[src/design/bbs_pkg.sv]
`default_nettype none
// ----------------------------------------------------------------------------
// bbs_pkg
// Shared types and constants for the Blum Blum Shub sequence generator.
// ----------------------------------------------------------------------------
package bbs_pkg;

   localparam int FACTOR_BITS = 16;
   localparam int MAX_RUN     = 64;

   localparam int SEED_BITS   = 32;
   localparam int RUN_BITS    = 7;
   localparam int VALUE_BITS  = 32;
   localparam int CSR_BITS    = FACTOR_BITS;
   localparam int CSR_IDX_BITS = 1;

   localparam int MOD_BITS    = 2 * FACTOR_BITS;
   localparam int PROD_BITS   = 2 * MOD_BITS;
   localparam int LO_BITS     = (SEED_BITS > MOD_BITS) ? SEED_BITS : MOD_BITS;
   localparam int CNT_BITS    = $clog2(LO_BITS + 1);

   localparam logic [FACTOR_BITS-1:0] PRIME_P_RESET = FACTOR_BITS'(7);
   localparam logic [FACTOR_BITS-1:0] PRIME_Q_RESET = FACTOR_BITS'(11);

   localparam logic [CSR_IDX_BITS-1:0] CSR_PRIME_P = CSR_IDX_BITS'(0);
   localparam logic [CSR_IDX_BITS-1:0] CSR_PRIME_Q = CSR_IDX_BITS'(1);

   typedef struct packed {
      logic [SEED_BITS-1:0] seed;
      logic [RUN_BITS-1:0]  run_length;
   } req_payload_type;

   typedef struct packed {
      logic [VALUE_BITS-1:0] value;
      logic                  last;
      logic                  bad_modulus;
   } rsp_payload_type;

   typedef enum logic [2:0] {
      ST_IDLE,
      ST_MODULUS,
      ST_SETUP,
      ST_REDUCE,
      ST_SQUARE,
      ST_EMIT
   } state_type;

endpackage
`default_nettype wire

[src/design/bbs_sequence_generator_top.sv]
`default_nettype none
// ----------------------------------------------------------------------------
// bbs_sequence_generator_top
// Blum Blum Shub generator: one seed and run length in, a run of squares
// mod p*q out, built on one multiplier and one bit-serial restoring reducer.
// ----------------------------------------------------------------------------
//  Channel  Direction  Handshake          Beat
//  req      in         req_valid/stall    seed, run_length
//  rsp      out        rsp_valid/stall    value, last, bad_modulus
//  csr      in         csr_wr_en          prime_p / prime_q write
//
//  A run passes through the accept, one multiply for the modulus, a setup step,
//  a 32-step reduction of the seed, then per value one squaring, 32 restoring
//  steps and one output step; if M < 2 the setup goes straight to output.
//  req_stall is high from the cycle after acceptance of a nonzero run until
//  the final value enters the output register; output register stalls hold
//  the output state. Reset is synchronous; the factors return to 7 and 11.
// ----------------------------------------------------------------------------
module bbs_sequence_generator_top (
   input  wire                          clock,
   input  wire                          reset,
   input  wire                          req_valid,
   output logic                         req_stall,
   input  wire bbs_pkg::req_payload_type req_data,
   output logic                         rsp_valid,
   input  wire                          rsp_stall,
   output bbs_pkg::rsp_payload_type     rsp_data,
   input  wire                          csr_wr_en,
   input  wire [bbs_pkg::CSR_IDX_BITS-1:0] csr_index,
   input  wire [bbs_pkg::CSR_BITS-1:0]  csr_wdata
);
   import bbs_pkg::*;

   state_type                state_ff, state_in;
   logic [FACTOR_BITS-1:0]   prime_p_ff, prime_q_ff;
   logic [SEED_BITS-1:0]     seed_ff, seed_in;
   logic [RUN_BITS-1:0]      left_ff, left_in;
   logic [MOD_BITS-1:0]      m_ff, m_in;
   logic                     bad_ff, bad_in;
   logic                     seed_phase_ff, seed_phase_in;
   logic [MOD_BITS-1:0]      rem_ff, rem_in;
   logic [LO_BITS-1:0]       lo_ff, lo_in;
   logic [CNT_BITS-1:0]      cnt_ff, cnt_in;
   logic                     rsp_valid_ff, rsp_valid_in;
   rsp_payload_type          rsp_data_ff, rsp_data_in;

   logic [RUN_BITS-1:0]      run_sat;
   logic [MOD_BITS-1:0]      mul_a, mul_b;
   logic [PROD_BITS-1:0]     prod;
   logic [MOD_BITS:0]        trial, m_ext;
   logic                     out_free;

   assign req_stall = (state_ff != ST_IDLE);
   assign rsp_valid = rsp_valid_ff;
   assign rsp_data  = rsp_data_ff;

   assign run_sat  = (req_data.run_length > RUN_BITS'(MAX_RUN)) ? RUN_BITS'(MAX_RUN)
                                                                 : req_data.run_length;
   assign mul_a    = (state_ff == ST_MODULUS) ? MOD_BITS'(prime_p_ff) : rem_ff;
   assign mul_b    = (state_ff == ST_MODULUS) ? MOD_BITS'(prime_q_ff) : rem_ff;
   assign prod     = PROD_BITS'(mul_a) * PROD_BITS'(mul_b);
   assign m_ext    = {1'b0, m_ff};
   assign out_free = !rsp_valid_ff || !rsp_stall;

   always_ff @(posedge clock) begin
      if (reset) begin
         prime_p_ff <= PRIME_P_RESET;
         prime_q_ff <= PRIME_Q_RESET;
      end else if (csr_wr_en) begin
         unique case (csr_index)
            CSR_PRIME_P: prime_p_ff <= csr_wdata[FACTOR_BITS-1:0];
            CSR_PRIME_Q: prime_q_ff <= csr_wdata[FACTOR_BITS-1:0];
            default: ;
         endcase
      end
   end

   always_ff @(posedge clock) begin
      if (reset) begin
         state_ff     <= ST_IDLE;
         rsp_valid_ff <= 1'b0;
         left_ff      <= '0;
      end else begin
         state_ff     <= state_in;
         rsp_valid_ff <= rsp_valid_in;
         left_ff      <= left_in;
      end
   end

   always_ff @(posedge clock) begin
      seed_ff       <= seed_in;
      m_ff          <= m_in;
      bad_ff        <= bad_in;
      seed_phase_ff <= seed_phase_in;
      rem_ff        <= rem_in;
      lo_ff         <= lo_in;
      cnt_ff        <= cnt_in;
      rsp_data_ff   <= rsp_data_in;
   end

   always_comb begin
      state_in      = state_ff;
      seed_in       = seed_ff;
      left_in       = left_ff;
      m_in          = m_ff;
      bad_in        = bad_ff;
      seed_phase_in = seed_phase_ff;
      rem_in        = rem_ff;
      lo_in         = lo_ff;
      cnt_in        = cnt_ff;
      rsp_valid_in  = rsp_valid_ff && rsp_stall;
      rsp_data_in   = rsp_data_ff;
      trial         = {rem_ff, lo_ff[LO_BITS-1]};
      if (trial >= m_ext) begin
         trial = trial - m_ext;
      end

      unique case (state_ff)
         ST_IDLE: begin
            if (req_valid) begin
               seed_in = req_data.seed;
               left_in = run_sat;
               if (run_sat != '0) begin
                  state_in = ST_MODULUS;
               end
            end
         end
         ST_MODULUS: begin
            m_in     = prod[MOD_BITS-1:0];
            state_in = ST_SETUP;
         end
         ST_SETUP: begin
            bad_in        = (m_ff < MOD_BITS'(2));
            rem_in        = '0;
            lo_in         = LO_BITS'(seed_ff);
            cnt_in        = CNT_BITS'(LO_BITS);
            seed_phase_in = 1'b1;
            state_in      = (m_ff < MOD_BITS'(2)) ? ST_EMIT : ST_REDUCE;
         end
         ST_REDUCE: begin
            rem_in = trial[MOD_BITS-1:0];
            lo_in  = lo_ff << 1;
            cnt_in = cnt_ff - CNT_BITS'(1);
            if (cnt_ff == CNT_BITS'(1)) begin
               state_in = seed_phase_ff ? ST_SQUARE : ST_EMIT;
            end
         end
         ST_SQUARE: begin
            rem_in        = prod[PROD_BITS-1:MOD_BITS];
            lo_in         = LO_BITS'(prod[MOD_BITS-1:0]) << (LO_BITS - MOD_BITS);
            cnt_in        = CNT_BITS'(MOD_BITS);
            seed_phase_in = 1'b0;
            state_in      = ST_REDUCE;
         end
         ST_EMIT: begin
            if (out_free) begin
               rsp_valid_in            = 1'b1;
               rsp_data_in.value       = bad_ff ? '0 : VALUE_BITS'(rem_ff);
               rsp_data_in.last        = (left_ff == RUN_BITS'(1));
               rsp_data_in.bad_modulus = bad_ff;
               left_in                 = left_ff - RUN_BITS'(1);
               if (left_ff == RUN_BITS'(1)) begin
                  state_in = ST_IDLE;
               end else if (bad_ff) begin
                  state_in = ST_EMIT;
               end else begin
                  state_in = ST_SQUARE;
               end
            end
         end
         default: state_in = ST_IDLE;
      endcase
   end

   a_busy_after_accept: assert property (@(posedge clock) disable iff (reset)
      req_valid && !req_stall && req_data.run_length != '0 |=> req_stall)
      else $error("block not busy after accepting a nonzero run");

   a_residue_in_range: assert property (@(posedge clock) disable iff (reset)
      state_ff == ST_EMIT && !bad_ff |-> rem_ff < m_ff)
      else $error("residue not below modulus at output");

   a_bad_value_zero: assert property (@(posedge clock) disable iff (reset)
      rsp_valid && rsp_data.bad_modulus |-> rsp_data.value == '0)
      else $error("bad modulus beat carries nonzero value");

   a_run_count_live: assert property (@(posedge clock) disable iff (reset)
      state_ff != ST_IDLE |-> left_ff != '0)
      else $error("run count exhausted while busy");

endmodule
`default_nettype wire
[config.mk]
export PLATFORM = sky130hd
export DESIGN_NAME = bbs_sequence_generator_top
export DESIGN_NICKNAME = d
export VERILOG_FILES = /design/src/design/bbs_pkg.sv /design/src/design/bbs_sequence_generator_top.sv
export SDC_FILE = /design/constraint.sdc
export NUM_CORES = 2
export LEC_CHECK = 0
export BUFFER_PORTS_ARGS = -buffer_cell sky130_fd_sc_hd__buf_2
export CORE_MARGIN = 10
export CORE_UTILIZATION = 40
export DETAILED_ROUTE_END_ITERATION = 7
export PLACE_DENSITY = 0.59
export SYNTH_ARGS = -nofsm -noshare
export SYNTH_HDL_FRONTEND = slang
export SYNTH_SLANG_ARGS = --single-unit
[constraint.sdc]
create_clock -name clock -period 18.65 [get_ports clock]
set_input_delay 3.73 -clock clock [delete_from_list [all_inputs] [get_ports clock]]
set_output_delay 3.73 -clock clock [all_outputs]
set_load 0.03 [all_outputs]
# ---- After elaboration in Yosys (flattened, before gate mapping)
# Cells that the tools add are included.
dict set report totals {
  ff_bits 213
  in_bits 61
  word_cells 74
  output_inout_bits 36
}
dict set report classes {
  bitwise_logic 1
  order_cmp 3
  n_eq_ne 11
  muxes 22
  reduce_logical 18
  add_sub_neg 3
  mul 1
}
# cell count
set op_table {}
lappend op_table {{32-bit case mux with 3 select lines} 2}
lappend op_table {{32-bit two-way mux} 3}
lappend op_table {{32-bit by 32-bit multiplier with 64-bit output} 1}
lappend op_table {{33-bit by 32-bit >= comparator with 1-bit output} 1}
lappend op_table {{32-bit by 2-bit < comparator with 1-bit output (second input constant)} 1}
lappend op_table {{32-bit subtractor} 1}
lappend op_table {{7-bit two-way mux} 3}
lappend op_table {{3-bit two-way mux} 6}
lappend op_table {{3-bit case mux with 6 select lines} 1}
lappend op_table {{7-bit case mux with 2 select lines} 1}
lappend op_table {{6-bit case mux with 2 select lines} 1}
lappend op_table {{2-bit != test (second input constant)} 4}
lappend op_table {{2-bit AND reduction} 4}
lappend op_table {{7-bit by 1-bit equality test with 1-bit output (second input constant)} 1}
lappend op_table {{7-bit > comparator (second input constant)} 1}
lappend op_table {{7-bit nonzero test} 1}
lappend op_table {{7-bit by 1-bit subtractor with 7-bit output (second input constant)} 1}
lappend op_table {{3-bit by 2-bit equality test with 1-bit output (second input constant)} 2}
lappend op_table {{3-bit equality test (second input constant)} 2}
lappend op_table {{6-bit by 1-bit equality test with 1-bit output (second input constant)} 1}
lappend op_table {{2-bit nonzero test} 3}
lappend op_table {{3-bit nonzero test} 2}
lappend op_table {{6-bit by 1-bit subtractor with 6-bit output (second input constant)} 1}
lappend op_table {{1-bit two-way mux} 4}
lappend op_table {{other kinds (10)} 11}

# ---- Depth between registers and ports, before layout
dict set report depth {
  word_depth 6
  mapped_depth 36
  depth_no_buf 32
}

# ---- Least setup slack after synthesis
# No wires, ideal clock.
dict set report synth_path {
  path_type {register -> register}
  startpoint {register state_ff[0]}
  endpoint {register rem_ff[25] (data pin)}
  path_stages_with_launch 32
  slack_ns 9.582
  setup_time_ns 0.270
  t_required_ns 18.380
  period_less_slack_ns 9.068
  path_buffers 4
  t_arrival_ns 8.798
  path_cell_list {dfxtp_1 clkbuf_1 nand2_1 clkinv_1 clkbuf_1 buf_1 nand2_1 nand2_1 nand2_1 fa_1 inv_1 fa_1 inv_1 fa_1 inv_1 fa_1 inv_1 fa_1 fa_1 fa_1 fa_1 inv_1 ha_1 clkbuf_1 nand4_1 nor3b_4 a31oi_2 or3_1 a31o_2 o21bai_2 xnor2_1 o22ai_2}
}
dict set report synth_between {
  elab_chain_cells 4
  word_cells_on_any_way 8
  cone_classes {mul (1); eq/ne (4); mux (3)}
}
# item line_no
set synth_lines {}
lappend synth_lines {{start, declared} bbs_sequence_generator_top.sv:34} ;# state_type state_ff, state_in;
lappend synth_lines {{start signal, assigned} bbs_sequence_generator_top.sv:84} ;# state_ff <= state_in;
lappend synth_lines {{3-bit by 1-bit equality test with 1-bit output} {bbs_sequence_generator_top.sv:59, bbs_sequence_generator_top.sv:60}}
lappend synth_lines {{32-bit two-way mux (on tied branches)} {bbs_sequence_generator_top.sv:59, bbs_sequence_generator_top.sv:60}}
lappend synth_lines {{32-bit by 32-bit multiplier with 64-bit output} bbs_sequence_generator_top.sv:61} ;# assign prod = PROD_BITS'(mul_a) * PROD_BITS'(mul_b);
lappend synth_lines {{32-bit case mux with 3 select lines (*)} bbs_sequence_generator_top.sv:118} ;# unique case (state_ff)
lappend synth_lines {{via rem_in[25]} bbs_sequence_generator_top.sv:41} ;# logic [MOD_BITS-1:0] rem_ff, rem_in;
lappend synth_lines {{end signal, assigned} bbs_sequence_generator_top.sv:95} ;# rem_ff <= rem_in;
lappend synth_lines {{end, declared} bbs_sequence_generator_top.sv:41}
# Mark *: on every way through the listed nets, which the timed path passes. The rest lies on a longest branch.
# A chain may end at the register's enable or synchronous reset.

# ---- Final worst setup path
dict set report layout_path {
  startpoint {register state_ff[2]}
  endpoint {register rem_ff[7] (data pin)}
}
# Same word-level chain as after synthesis.

==> run summary <==
The flow ran to the end, and the final reports show no timing, DRC or antenna violations. Counting every sink on the clock net gives 213. The most used flip-flop cell after synthesis is sky130_fd_sc_hd__edfxtp_1. Final cycle utilization of the critical path: 0.5667. The mean instance size in the synthesized netlist is 9.160 sq um, and the worst setup slack after layout is 8.082 ns.

The logs give 8.297 ns for the worst setup timing slack at the placement stage and 0 for the total grt overflow. The ratio of routed vias to standard cells was 5.299; the post-synthesis to final-layout area growth was 6.331%. Setup repair after global routing left no endpoint under its margin.

The tools report the initial antenna violation count as 4. The clock skew is 0.03181 ns. Clock-pin slew was measured on the worst setup and hold paths at 0.06 ns. The run gives 6 as the number of iterations in the first detailed-routing pass. The clock tree root driver cell is sky130_fd_sc_hd__clkbuf_16. The x dimension of the die came out at 346.5 um. The path class of the tightest hold or removal check is flip-flop to flip-flop. The max-slew violation count is 0. The tools report the remaining max-slew budget at the tightest pin as 0.02780. For this run, the number of Yosys warnings is 0.

Adding up every negative setup slack in the final design gives 0 ns. The die area was 120000 sq um; the maximum clock frequency was 94.62 MHz. Once the clock tree was built, the setup fixing pass inserted 0 buffers. Grouping stages by cell kind, the critical path spends the most delay in adder cells. The tools report the global placement routability congestion as 0.9369. The max-capacitance violation count came out at 0. Path type of the worst setup path: flip-flop to flip-flop. The post-detailed-route wirelength per cell was 21.70 um; the initial core utilization was 0.4038. The run gives 34073 as the number of global-route vias before repair.

On the critical path, the stage with the largest delay is an instance of sky130_fd_sc_hd__and2_1. Clock tree synthesis inserted a total of 25 buffers. The number of hold violations in the final report was 0; the total global-route track usage was 0.2187. The detailed placer's ending HPWL is 100.2 mm, and the number of enable flip-flop cells after synthesis is 170. Synthesis inferred 213 register bits. The site row count came out at 119.

Setup violations remaining at the end of the flow were counted as 0. After clock tree synthesis, the repair step resized 0 gates. For the number of H-tree levels, the log shows 1. The clock reaches the later pin of the worst-skew pair after 0.59 ns. The proportion of synthesized chip area in sequential cells came out at 0.1399. The first global-routing pass estimated 204.7 mm of wire.

At the end of the flow, the number of nets in the layout was 5828. The time the worst path needs with I/O delays and setup works out to 10.57 ns. Buffers inserted to repair hold after CTS numbered 0. The detailed router finished its first iteration with 2550 violations. The number of distinct standard cells referenced by the synthesized netlist is 88.

Along the worst path, the maximum fanout reaches 214. The y dimension of the die is 346.5 um, and the number of buffer and inverter instances along the worst setup path is 6. The number of buffers on the longest clock path was 3; the critical path's largest stage delay was 1.22 ns. TritonCTS built the clock tree.

Entering global routing, the biggest net connects 215 pins. The logs give 130.6 mm for the final routed wirelength across all metal layers and 42630 sq um for the cell area after synthesis. In the synthesized netlist, the number of instances is 4654. The routed layout has 31878 vias.

The port buffer count was 96. Among the stages of the critical path, the cell type that occurs most often is sky130_fd_sc_hd__fa_1. Data on the critical path arrives at its endpoint at 10.83 ns. The type of destination of the critical path is a flip-flop. For the total nets after synthesis, the log shows 5879.

The fraction of layout cells with a size suffix above 1 works out to 0.05582. The I/O pin total came out at 97. Once detail routing completed, the nets flagged for antenna violations numbered 0. STA puts the critical path data required time at 18.91 ns. The proportion of register bits with asynchronous set or reset after synthesis is 0. The DRC violation count after routing is 0, and the slew of the pin with the lowest slew margin is 1.458 ns. The run gives 105600 sq um as the placeable core region. The element type at the critical path start was a flip-flop.
==> logic make-up after synthesis <==
family          Yosys count  synth area share
compound gates          514           0.07975
xor+xnor                101           0.02075
fa+ha+maj              1164            0.4941
buf+inv                1342            0.1192
flops                   213            0.1399
mux                      14          0.003316
simple gates           1306            0.1429
==> worst register-to-register path: cells and delay by family, from the launching register on <==
| family | cells | cell delay [ns] |
|---|---|---|
| AOI/OAI and AO/OA | 7 | 1.83 |
| xor gates and xnor gates | 1 | 0.31 |
| adders and majority gates | 9 | 4.47 |
| buffers and inverters | 6 | 0.82 |
| DFF | 1 | 0.43 |
| and+or+nand+nor | 5 | 2.35 |
==> placed cells by master (no fill, tap or decap), types with 65 or more instances in the layout <==
cell                          n
sky130_fd_sc_hd__buf_4       70
sky130_fd_sc_hd__inv_1     1095
sky130_fd_sc_hd__edfxtp_1   170
sky130_fd_sc_hd__nand2_1    588
sky130_fd_sc_hd__and3_1     260
sky130_fd_sc_hd__a21o_1      65
sky130_fd_sc_hd__buf_2       96
sky130_fd_sc_hd__ha_1       298
sky130_fd_sc_hd__nor2_1     246
sky130_fd_sc_hd__fa_1       866
sky130_fd_sc_hd__a21oi_1    176
==> flip-flops by register name (all words and copies together), names as in the netlist <==
name	cells
cnt_ff	6
state_ff	3
prime_q_ff	16
rem_ff	32
prime_p_ff	16
left_ff	7
lo_ff	32
seed_phase_ff	1
rsp_data	34
seed_ff	32
bad_ff	1
m_ff	32
rsp_valid	1
==> layout make-up <==
cell class | count | area [sq um]
Inverter | 1096 | 4114
Clock inverter | 18 | 209.0
Tap cell | 1391 | 1740
Antenna cell | 3 | 7.507
Multi-Input combinational cell | 3099 | 31610
Clock buffer | 28 | 636.9
Fill cell | 10453 | 60240
Timing Repair Buffer | 168 | 1041
Sequential cell | 213 | 5966
==> Yosys cell counts (42+ instances only) <==
cell	count	area share
sky130_fd_sc_hd__ha_1	298	0.087
sky130_fd_sc_hd__nand2_1	590	0.052
sky130_fd_sc_hd__dfxtp_1	43	0.020
sky130_fd_sc_hd__nor2_1	248	0.022
sky130_fd_sc_hd__inv_1	1095	0.096
sky130_fd_sc_hd__xnor2_1	61	0.013
sky130_fd_sc_hd__edfxtp_1	170	0.12
sky130_fd_sc_hd__and3_1	260	0.038
sky130_fd_sc_hd__clkbuf_1	220	0.019
sky130_fd_sc_hd__a21oi_1	177	0.021
sky130_fd_sc_hd__a21o_1	65	0.011
sky130_fd_sc_hd__o21ai_0	52	0.0061
sky130_fd_sc_hd__fa_1	866	0.41
sky130_fd_sc_hd__and2_1	42	0.0062
==> stage by stage <==
step	cells	hold slack [ns]	util	cell area, sq um
after global routing	6014	0.4970	0.4293	45320
after detailed placement	5966	0.4762	0.4212	44460
after global placement	5966	0.4740	0.4212	44460
after floorplan	4654	0.4367	-	42630
final	6016	0.4806	0.4294	45330
after CTS	6012	0.4850	0.4292	45310
==> path summary, 6_finish.rpt <==
check	from	end	slack, ns	cells after the start
worst max register to register	state_ff[2]	rem_ff[7]	8.08	28
worst min-delay path	prime_p_ff[5]	prime_p_ff[5]	0.48	2
worst max-delay path	state_ff[2]	rem_ff[7]	8.08	28
worst min register to register	prime_p_ff[5]	prime_p_ff[5]	0.48	2
==> routing by layer <==
metal / share of wire / track usage / up-vias
li1: - / - / 14222
met5: 0.00025 / 0 / -
met4: 0.034 / 0.06160 / 4
met1: 0.42 / 0.2943 / 16267
met2: 0.47 / 0.3591 / 1152
met3: 0.076 / 0.03911 / 233
Power is left out: the tool's default activity adds up to more than one toggle a clock period on the data nets, which glitch-free logic cannot reach.
